==> config.mk <==
export PLATFORM = sky130hd
export DESIGN_NAME = timed_serial_byte_receiver_unit
export DESIGN_NICKNAME = d
export VERILOG_FILES = /design/src/hw/rtl/tsbr_pkg.sv /design/src/hw/rtl/timed_serial_byte_receiver_unit.sv
export VERILOG_INCLUDE_DIRS = /design/src /design/src/hw/rtl
export SDC_FILE = /design/constraint.sdc
export NUM_CORES = 1
export LEC_CHECK = 0
export BUFFER_PORTS_ARGS = -buffer_cell sky130_fd_sc_hd__buf_4
export CORE_MARGIN = 5
export CORE_UTILIZATION = 64
export CTS_BUF_LIST = sky130_fd_sc_hd__clkbuf_2
export DETAILED_ROUTE_END_ITERATION = 10
export PLACE_DENSITY = 0.95
export SKIP_LAST_GASP = 1
export SLEW_MARGIN = 20
export SYNTH_ARGS = -nofsm -noshare
export SYNTH_HDL_FRONTEND = slang
export SYNTH_SLANG_ARGS = --single-unit
export TNS_END_PERCENT = 100
==> constraint.sdc <==
create_clock -name clock -period 8.4 [get_ports clock]
set_clock_uncertainty 0.15 [all_clocks]
set_input_delay 1.26 -clock clock [delete_from_list [all_inputs] [get_ports clock]]
set_output_delay 1.26 -clock clock [all_outputs]
set_load 0.01 [all_outputs]
==> src/hw/rtl/timed_serial_byte_receiver_unit_macros.svh <==
// Assertion helpers for the serial byte receiver.
// All checks are sampled on the rising clock edge and are off during reset.
`ifndef TIMED_SERIAL_BYTE_RECEIVER_UNIT_MACROS_SVH
`define TIMED_SERIAL_BYTE_RECEIVER_UNIT_MACROS_SVH

// Same-cycle implication: when ante holds, cons must hold at that edge.
`define TSBR_ASSERT_NOW(lbl, ante, cons, msg) \
   lbl: assert property (@(posedge clock) disable iff (reset) (ante) |-> (cons)) \
      else $error(msg);

// Next-cycle implication: when ante holds, cons must hold at the following edge.
`define TSBR_ASSERT_NEXT(lbl, ante, cons, msg) \
   lbl: assert property (@(posedge clock) disable iff (reset) (ante) |=> (cons)) \
      else $error(msg);

`endif

==> src/hw/rtl/tsbr_pkg.sv <==
`timescale 1ns / 1ps

package tsbr_pkg;

   // Number of data bits in one received word (1 to 8)
   localparam int DATA_BITS  = 8;
   localparam int BIT_CNT_W  = $clog2(DATA_BITS + 1);

   // Field widths
   localparam int TIMING_W   = 6;
   localparam int VALUE_W    = 8;
   localparam int CSR_IDX_W  = 2;
   localparam int CSR_DATA_W = 8;
   localparam int REQ_DATA_W = 8;
   localparam int RSP_DATA_W = 16;

   // Register reset values
   localparam logic [TIMING_W-1:0] START_RUN_RST   = 6'd10;
   localparam logic [TIMING_W-1:0] FIRST_DELAY_RST = 6'd3;
   localparam logic [TIMING_W-1:0] BIT_PERIOD_RST  = 6'd4;
   localparam logic [VALUE_W-1:0]  THRESHOLD_RST   = 8'd85;

   // Register indexes
   typedef enum logic [CSR_IDX_W-1:0] {
      CSR_START_RUN   = 2'd0,
      CSR_FIRST_DELAY = 2'd1,
      CSR_BIT_PERIOD  = 2'd2,
      CSR_THRESHOLD   = 2'd3
   } csr_index_type;

   // Receiver phases
   typedef enum logic [1:0] {
      PH_IDLE = 2'd0,
      PH_HUNT = 2'd1,
      PH_DATA = 2'd2
   } phase_type;

endpackage

==> src/hw/rtl/timed_serial_byte_receiver_unit.sv <==
`timescale 1ns / 1ps

// Channel   Dir  Transfer when          Payload
// req_      in   req_tvalid & tready    tdata[0] line_level, rest zero
// rsp_      out  rsp_tvalid & tready    tdata[7:0] received_value, [8] pump_on
// csr_      in   csr_wr_en              csr_index selects register, csr_wdata
//
// One line sample is taken per cycle unless the input is stalled; the receiver
// state, and the output register when a byte finishes, load at the clock edge
// that ends the transfer. The only stall is a result still held in the output
// register while rsp_tready is low. Synchronous active-high reset returns the
// receiver to idle and loads the register defaults.

module timed_serial_byte_receiver_unit (
   input  logic                                clock,
   input  logic                                reset,
   input  logic                                req_tvalid,
   output logic                                req_tready,
   input  logic [tsbr_pkg::REQ_DATA_W-1:0]     req_tdata,   // [0] line_level
   output logic                                rsp_tvalid,
   input  logic                                rsp_tready,
   output logic [tsbr_pkg::RSP_DATA_W-1:0]     rsp_tdata,   // [7:0] received_value, [8] pump_on
   input  logic                                csr_wr_en,
   input  logic [tsbr_pkg::CSR_IDX_W-1:0]      csr_index,
   input  logic [tsbr_pkg::CSR_DATA_W-1:0]     csr_wdata
);
   import tsbr_pkg::*;

   `include "timed_serial_byte_receiver_unit_macros.svh"

   // Configuration registers
   logic [TIMING_W-1:0] start_run_ff;
   logic [TIMING_W-1:0] first_delay_ff;
   logic [TIMING_W-1:0] bit_period_ff;
   logic [VALUE_W-1:0]  threshold_ff;

   // Receiver state
   phase_type              phase_ff, phase_in;
   logic                   prev_level_ff, prev_level_in;
   logic [TIMING_W-1:0]    run_cnt_ff, run_cnt_in;
   logic [TIMING_W-1:0]    countdown_ff, countdown_in;
   logic [BIT_CNT_W-1:0]   bits_ff, bits_in;
   logic [DATA_BITS-1:0]   shift_ff, shift_in;

   // Output register
   logic                   rsp_valid_ff, rsp_valid_in;
   logic [VALUE_W-1:0]     rsp_value_ff, rsp_value_in;
   logic                   rsp_pump_ff, rsp_pump_in;

   logic                   req_xfer;
   logic                   level;

   assign req_tready = !rsp_valid_ff || rsp_tready;
   assign req_xfer   = req_tvalid && req_tready;
   assign level      = req_tdata[0];

   assign rsp_tvalid = rsp_valid_ff;
   assign rsp_tdata  = {7'd0, rsp_pump_ff, rsp_value_ff};

   // Register writes
   always_ff @(posedge clock) begin
      if (reset) begin
         start_run_ff   <= START_RUN_RST;
         first_delay_ff <= FIRST_DELAY_RST;
         bit_period_ff  <= BIT_PERIOD_RST;
         threshold_ff   <= THRESHOLD_RST;
      end else if (csr_wr_en) begin
         unique case (csr_index_type'(csr_index))
            CSR_START_RUN:   start_run_ff   <= csr_wdata[TIMING_W-1:0];
            CSR_FIRST_DELAY: first_delay_ff <= csr_wdata[TIMING_W-1:0];
            CSR_BIT_PERIOD:  bit_period_ff  <= csr_wdata[TIMING_W-1:0];
            CSR_THRESHOLD:   threshold_ff   <= csr_wdata[VALUE_W-1:0];
            default: ;
         endcase
      end
   end

   // Receiver next state and result
   always_comb begin
      phase_in      = phase_ff;
      prev_level_in = prev_level_ff;
      run_cnt_in    = run_cnt_ff;
      countdown_in  = countdown_ff;
      bits_in       = bits_ff;
      shift_in      = shift_ff;
      rsp_value_in  = rsp_value_ff;
      rsp_pump_in   = rsp_pump_ff;
      rsp_valid_in  = rsp_valid_ff && !rsp_tready;

      if (req_xfer) begin
         // idle: a rising edge opens the start hunt with this same sample
         if (phase_ff != PH_HUNT && phase_ff != PH_DATA) begin
            if (level && !prev_level_ff) begin
               phase_in   = PH_HUNT;
               run_cnt_in = '0;
            end else begin
               phase_in   = PH_IDLE;
            end
         end

         unique case (phase_in)
            PH_HUNT: begin
               if (level) begin
                  run_cnt_in = run_cnt_in + 1'b1;
                  // a zero run length qualifies on the first high sample
                  if (run_cnt_in >= start_run_ff) begin
                     phase_in     = PH_DATA;
                     countdown_in = first_delay_ff;
                     bits_in      = '0;
                     shift_in     = '0;
                     run_cnt_in   = '0;
                  end
               end else begin
                  run_cnt_in = '0;
               end
            end
            PH_DATA: begin
               if (countdown_ff <= TIMING_W'(1)) begin
                  shift_in     = DATA_BITS'({shift_ff, level});
                  bits_in      = bits_ff + 1'b1;
                  countdown_in = bit_period_ff;
                  if (bits_in >= BIT_CNT_W'(DATA_BITS)) begin
                     rsp_value_in = VALUE_W'(shift_in);
                     rsp_pump_in  = (VALUE_W'(shift_in) > threshold_ff);
                     rsp_valid_in = 1'b1;
                     phase_in     = PH_IDLE;
                     bits_in      = '0;
                     countdown_in = '0;
                  end
               end else begin
                  countdown_in = countdown_ff - 1'b1;
               end
            end
            default: ;
         endcase

         prev_level_in = level;
      end
   end

   // State and output registers
   always_ff @(posedge clock) begin
      if (reset) begin
         phase_ff      <= PH_IDLE;
         prev_level_ff <= 1'b0;
         run_cnt_ff    <= '0;
         countdown_ff  <= '0;
         bits_ff       <= '0;
         shift_ff      <= '0;
         rsp_valid_ff  <= 1'b0;
      end else begin
         phase_ff      <= phase_in;
         prev_level_ff <= prev_level_in;
         run_cnt_ff    <= run_cnt_in;
         countdown_ff  <= countdown_in;
         bits_ff       <= bits_in;
         shift_ff      <= shift_in;
         rsp_valid_ff  <= rsp_valid_in;
      end
   end

   always_ff @(posedge clock) begin
      rsp_value_ff <= rsp_value_in;
      rsp_pump_ff  <= rsp_pump_in;
   end

   // Checks
   `TSBR_ASSERT_NOW(a_bits_bound, 1'b1, bits_ff < BIT_CNT_W'(DATA_BITS),
      "data bit count reached word length without finishing")
   `TSBR_ASSERT_NEXT(a_result_from_data, !rsp_valid_ff && rsp_valid_in,
      $past(phase_ff == PH_DATA) && phase_ff == PH_IDLE,
      "result produced outside the data phase or without return to idle")
   `TSBR_ASSERT_NOW(a_ready_when_empty, !rsp_valid_ff, req_tready,
      "input stalled with an empty output register")

endmodule

## Yosys cells after proc, flatten, opt, wreduce, memory -nomap -nowiden

Index checks and enable logic that the tools add are counted.

- Logic and storage cells: 79
- Bits in registers: 62
- Input bits: 23

- Equality and inequality tests: 10
- Order comparisons: 4
- Mux-type cells: 32
- Add/subtract/negate cells: 3
- Reductions and logical operators: 17

Operators by type and width:

| kind | count |
|---|---|
| $mux W6 | 10 |
| $mux W7 | 3 |
| $mux W4 | 4 |
| $pmux W7 S2 | 1 |
| $mux W2 | 6 |
| $pmux W6 S2 | 1 |
| $gt A8 B8 Y1 | 1 |
| $ne A2 B2 Y1 const B | 4 |
| $pmux W4 S2 | 1 |
| $reduce_and A2 Y1 | 4 |
| $reduce_and A4 Y1 | 2 |
| $add A6 B1 Y6 const B | 1 |
| $eq A2 B2 Y1 const B | 3 |
| $ge A6 B6 Y1 | 1 |
| $le A6 B1 Y1 const B | 1 |
| $sub A6 B1 Y6 const B | 1 |
| $mux W1 | 5 |
| $reduce_and A5 Y1 | 1 |
| $add A4 B1 Y4 const B | 1 |
| $eq A2 B1 Y1 const B | 2 |
| $ge A4 B4 Y1 const B | 1 |
| $logic_and A1 B1 Y1 | 4 |
| $pmux W2 S2 | 1 |
| $logic_not A1 Y1 | 3 |
| other kinds (4) | 4 |

## Logic depth before layout (Yosys ltp)

- Word-level depth: 10
- Mapped depth: 15
- Depth with buffers taken out: 15

## Worst setup path before layout

No wires, ideal clock.

- Path type: in2reg
- From: in req_tdata[0] in the netlist's numbering
- To: reg (tool-made name)
- Data arrival time: 3.468 ns
- Stages: 13
- Setup time: 0.117 ns
- Path buffers: 0
- Path slack: 4.666 ns
- Cell sequence: nand2_1 or2_2 and2_1 ha_1 nand3_1 xor2_1 nor2_1 ha_1 nand4_1 o211ai_2 and2b_1 and2b_1 a22o_1

RTL lines:

| what | line | RTL |
|---|---|---|
| start, declared | timed_serial_byte_receiver_unit.sv:19 | `input logic [tsbr_pkg::REQ_DATA_W-1:0] req_tdata,` |

## Worst setup path after layout

- From: in req_tdata[0] in the netlist's numbering
- To: reg run_cnt_ff[3]

- Cells in the longest elaborated chain, start to end: 9
- Elaborated cells on any way between the ends: 13

RTL lines:

| what | line | RTL |
|---|---|---|
| $logic_and A1 B1 Y1 | timed_serial_byte_receiver_unit.sv:93 | `if (level && !prev_level_ff) begin` |
| $mux W6 | timed_serial_byte_receiver_unit.sv:93 |  |
| $mux W6 | timed_serial_byte_receiver_unit.sv:92 | `if (phase_ff != PH_HUNT && phase_ff != PH_DATA) begin` |
| $mux W6 | timed_serial_byte_receiver_unit.sv:90 | `if (req_xfer) begin` |
| $add A6 B1 Y6 | timed_serial_byte_receiver_unit.sv:104 | `run_cnt_in = run_cnt_in + 1'b1;` |
| $ge A6 B6 Y1 | timed_serial_byte_receiver_unit.sv:106 | `if (run_cnt_in >= start_run_ff) begin` |
| $mux W6 | timed_serial_byte_receiver_unit.sv:106 |  |
| $mux W6 | timed_serial_byte_receiver_unit.sv:103 | `if (level) begin` |
| $mux W6 * | timed_serial_byte_receiver_unit.sv:101 | `unique case (phase_in)` |
| end signal, assigned | timed_serial_byte_receiver_unit.sv:154 | `run_cnt_ff <= run_cnt_in;` |
| end, declared | timed_serial_byte_receiver_unit.sv:40 | `logic [TIMING_W-1:0] run_cnt_ff, run_cnt_in;` |

Every way passes the cells marked *; elsewhere a longest branch is shown, timed or not. The select of a mux whose other input is x is not followed.
A chain may end at the register's enable or synchronous reset.

==> impl_metrics.ini <==
[cells_and_area]
drive_gt1_frac = 0.144
utilization = 0.722
syn2layout_area_growth_pct = 9.66
n_fill_cell = 346
seq_area_um2 = 1330
nets = 412
multiInputGateArea_um2 = 1600
diodes = 0

[floorplan]
core_um2 = 4720
fp.dieArea_um2 = 6350
start_util = 0.658
num_rows = 25
ioPinCount = 41
die_h_um = 79.7
die_w_um = 79.7

[setup_path]
crit_type = input port to flop
critPathArrivalTime_ns = 3.97
cp-start-kind = input port
cp.required_ns = 8.68
path_max_fanout = 7
endpoint_kind = flop

[logic_synthesis]
yosys.area.top_type = dfxtp_1
ys_async_sr_fraction = 0
yosysSeqAreaShare = 0.428
synth_enable_flop_cells = 9
synth_top_area_frac = 0.341
synthCells = 347
ys_dominant_reg_cell = dfxtp_1
synth_cell_types = 52
syn_area_um2 = 3110
synth.area.top_cells = dfxtp_1 34%, edfxtp_1 8.7%, ha_1 7.6%
synth-seq-cells = 62
synth_warnings = 0
syn_area_per_cell_um2 = 8.96

[timing]
post-route-period-util = 0.439
worstMarginPinSlew_ns = 0.885
fin_crit_ns = 3.69
rsz0062_at_grt = false
fmax_ghz = 0.271
slew_headroom = 0.408
fin_tns_setup_ns = 0
setup_viol = 0
maxSlewViolCount = 0
hold_violations = 0

[routing]
firstDrtPassIters = 4
routedWlPerCell_um = 14.5
viasPerCell = 5.65
num_vias = 2499
wl_um = 6400
drt_iter0_markers = 208
route.detailed.drc = 0
ant_nets = 0

[placed_design]
dp_hpwl_um = 4670
placement.io_buffers = 26
place.gp.congestion = 0.831

[pwr]
pwr_density_cell_nw_per_um2 = 166
leakage_nw = 1.49
ir_drop_v = 0.000125
p_total_uw = 565

[global_routing]
antenna_found_initial = 0
globalRouteTotalUtil = 0.219
grt-ovfl-total = 0
first_global_vias = 2362
grt_max_degree = 53
grt_pass1_wl_um = 10700

[clock_tree]
clkLatencyLatePin_ns = 0.51
hold_buffers = 0
root_buffer = clkbuf_2
cts_tree = done
cts_made_buffers = 9
clkTransAtPathRegs_ns = 0.20
htreeDepth = 3
post-cts-setup-buffers = 0
clock_path_buffers = 2
post_cts_resized = 0
cts_sinks = 62

[hold_path]
worstHoldPathType = flop to flop

[run_status]
run_status = complete, no violations

[flow_run]
maxCapViolations = 0
-- state kept, by name, indices dropped and copies added, names as in the netlist, named ones only --
| register | cells |
|---|---|
| prev_level_ff | 1 |
| countdown_ff | 6 |
| phase_ff | 2 |
| first_delay_ff | 6 |
| shift_ff | 7 |
| bit_period_ff | 6 |
| rsp_value_ff | 8 |
| run_cnt_ff | 5 |
| start_run_ff | 6 |
| rsp_pump_ff | 1 |
| threshold_ff | 8 |
| bits_ff | 4 |
| rsp_tvalid | 1 |
-- power by group --
part / total [mW] / leakage (nW) / internal (mW) / switching, mW
combinational: 0.0675 / 0.906 / 0.0265 / 0.0410
sequential: 0.313 / 0.507 / 0.308 / 0.00481
clock: 0.185 / 0.0723 / 0.0696 / 0.115
total: 0.565 / 1.49 / 0.404 / 0.161
-- cell type report --
| type | count | area share |
|---|---|---|
| flip-flops and latches | 62 | 0.391 |
| clock inverters | 7 | 0.0217 |
| well taps | 67 | 0.0246 |
| clock buffers | 9 | 0.0132 |
| repair buffers | 26 | 0.0573 |
| multi-input cells | 250 | 0.470 |
| inverters | 21 | 0.0231 |
-- final timing paths --
kind                           startpoint                            to  slack [ns]  depth (start not counted)
min          threshold_ff[7]$_SDFFE_PP0P_  threshold_ff[7]$_SDFFE_PP0P_        0.33                          2
max reg2reg      phase_ff[0]$_SDFFE_PP0P_    run_cnt_ff[3]$_SDFFE_PP0P_        4.84                         15
min reg2reg  threshold_ff[7]$_SDFFE_PP0P_  threshold_ff[7]$_SDFFE_PP0P_        0.33                          2
max                          req_tdata[0]    run_cnt_ff[3]$_SDFFE_PP0P_        4.71                         14
-- cells in the final DEF (no fill, tap or decap), types with 10 or more instances in the layout --
master and count:
a211o_1 10, a21oi_1 26, buf_4 26, dfxtp_1 53, ha_1 19, inv_1 21, mux2i_1 13, nand2_1 25
nor2_1 57
-- stage by stage --
step	instances	area, µm²	hold slack [ns]	worst slack [ns]
after floorplan	353	3130	0.285	4.67
after CTS	442	3400	0.328	4.77
after detailed placement	426	3280	0.306	4.21
after global placement	426	3280	0.293	4.33
after global routing	442	3410	0.357	4.49
final	442	3410	0.325	4.71
-- synthesized netlist by cell type (2+ instances only) --
library cell   n
o211ai_1       2
and2b_1        2
a21o_1         3
inv_1         21
ha_1          19
a22o_1         4
nor3_1         5
xor2_1         3
a31oi_1        4
dfxtp_1       53
a22oi_1        8
nand2_1       25
a21oi_2        2
a211oi_1       3
xnor2_1        4
nand3b_1       4
clkbuf_1       7
edfxtp_1       9
o21ai_0        6
a21oi_1       26
buf_4          8
a211o_1       10
nor2_1        57
and2_1         2
nand2b_1       5
buf_1          2
nand3_1        9
nor3_4         2
nor3b_1        2
nor2b_1        3
nand4_1        3
mux2i_1       13
o21a_1         2
-- worst max-delay path, cell delays in order --
cell and delay (ns):
buf_4 0.13, nand2_1 0.07, or2_2 0.30, and2_1 0.20, ha_1 0.23, nand3_1 0.11, xor2_1 0.15, nor2_1 0.09
ha_1 0.32, nand4_1 0.14, o211ai_2 0.33, and2b_1 0.25, and2b_1 0.21, a22o_1 0.19
-- per-layer routing --
layer | track usage | routed length [µm] | up-vias
met3 | 0.0451 | 316 | 13
met2 | 0.354 | 3130 | 68
met5 | 0 | 0 | -
li1 | - | - | 1243
met4 | 0.127 | 136 | 0
met1 | 0.268 | 2820 | 1175
-- logic make-up (layout without fill, tap and decap cells) --
family / count (synthesis) / count (layout) / synth area share
other: 1 / 7 / 0.00121
AO/OA/AOI/OAI: 76 / 76 / 0.165
adder cells (fa/ha/maj): 19 / 19 / 0.0765
XOR/XNOR: 7 / 7 / 0.0197
AND/OR/NAND/NOR: 128 / 128 / 0.202
buffers and inverters: 41 / 63 / 0.0656
multiplexers: 13 / 13 / 0.0419
flip-flops: 62 / 62 / 0.428
Note: power is estimated with default switching activity, not from simulation.
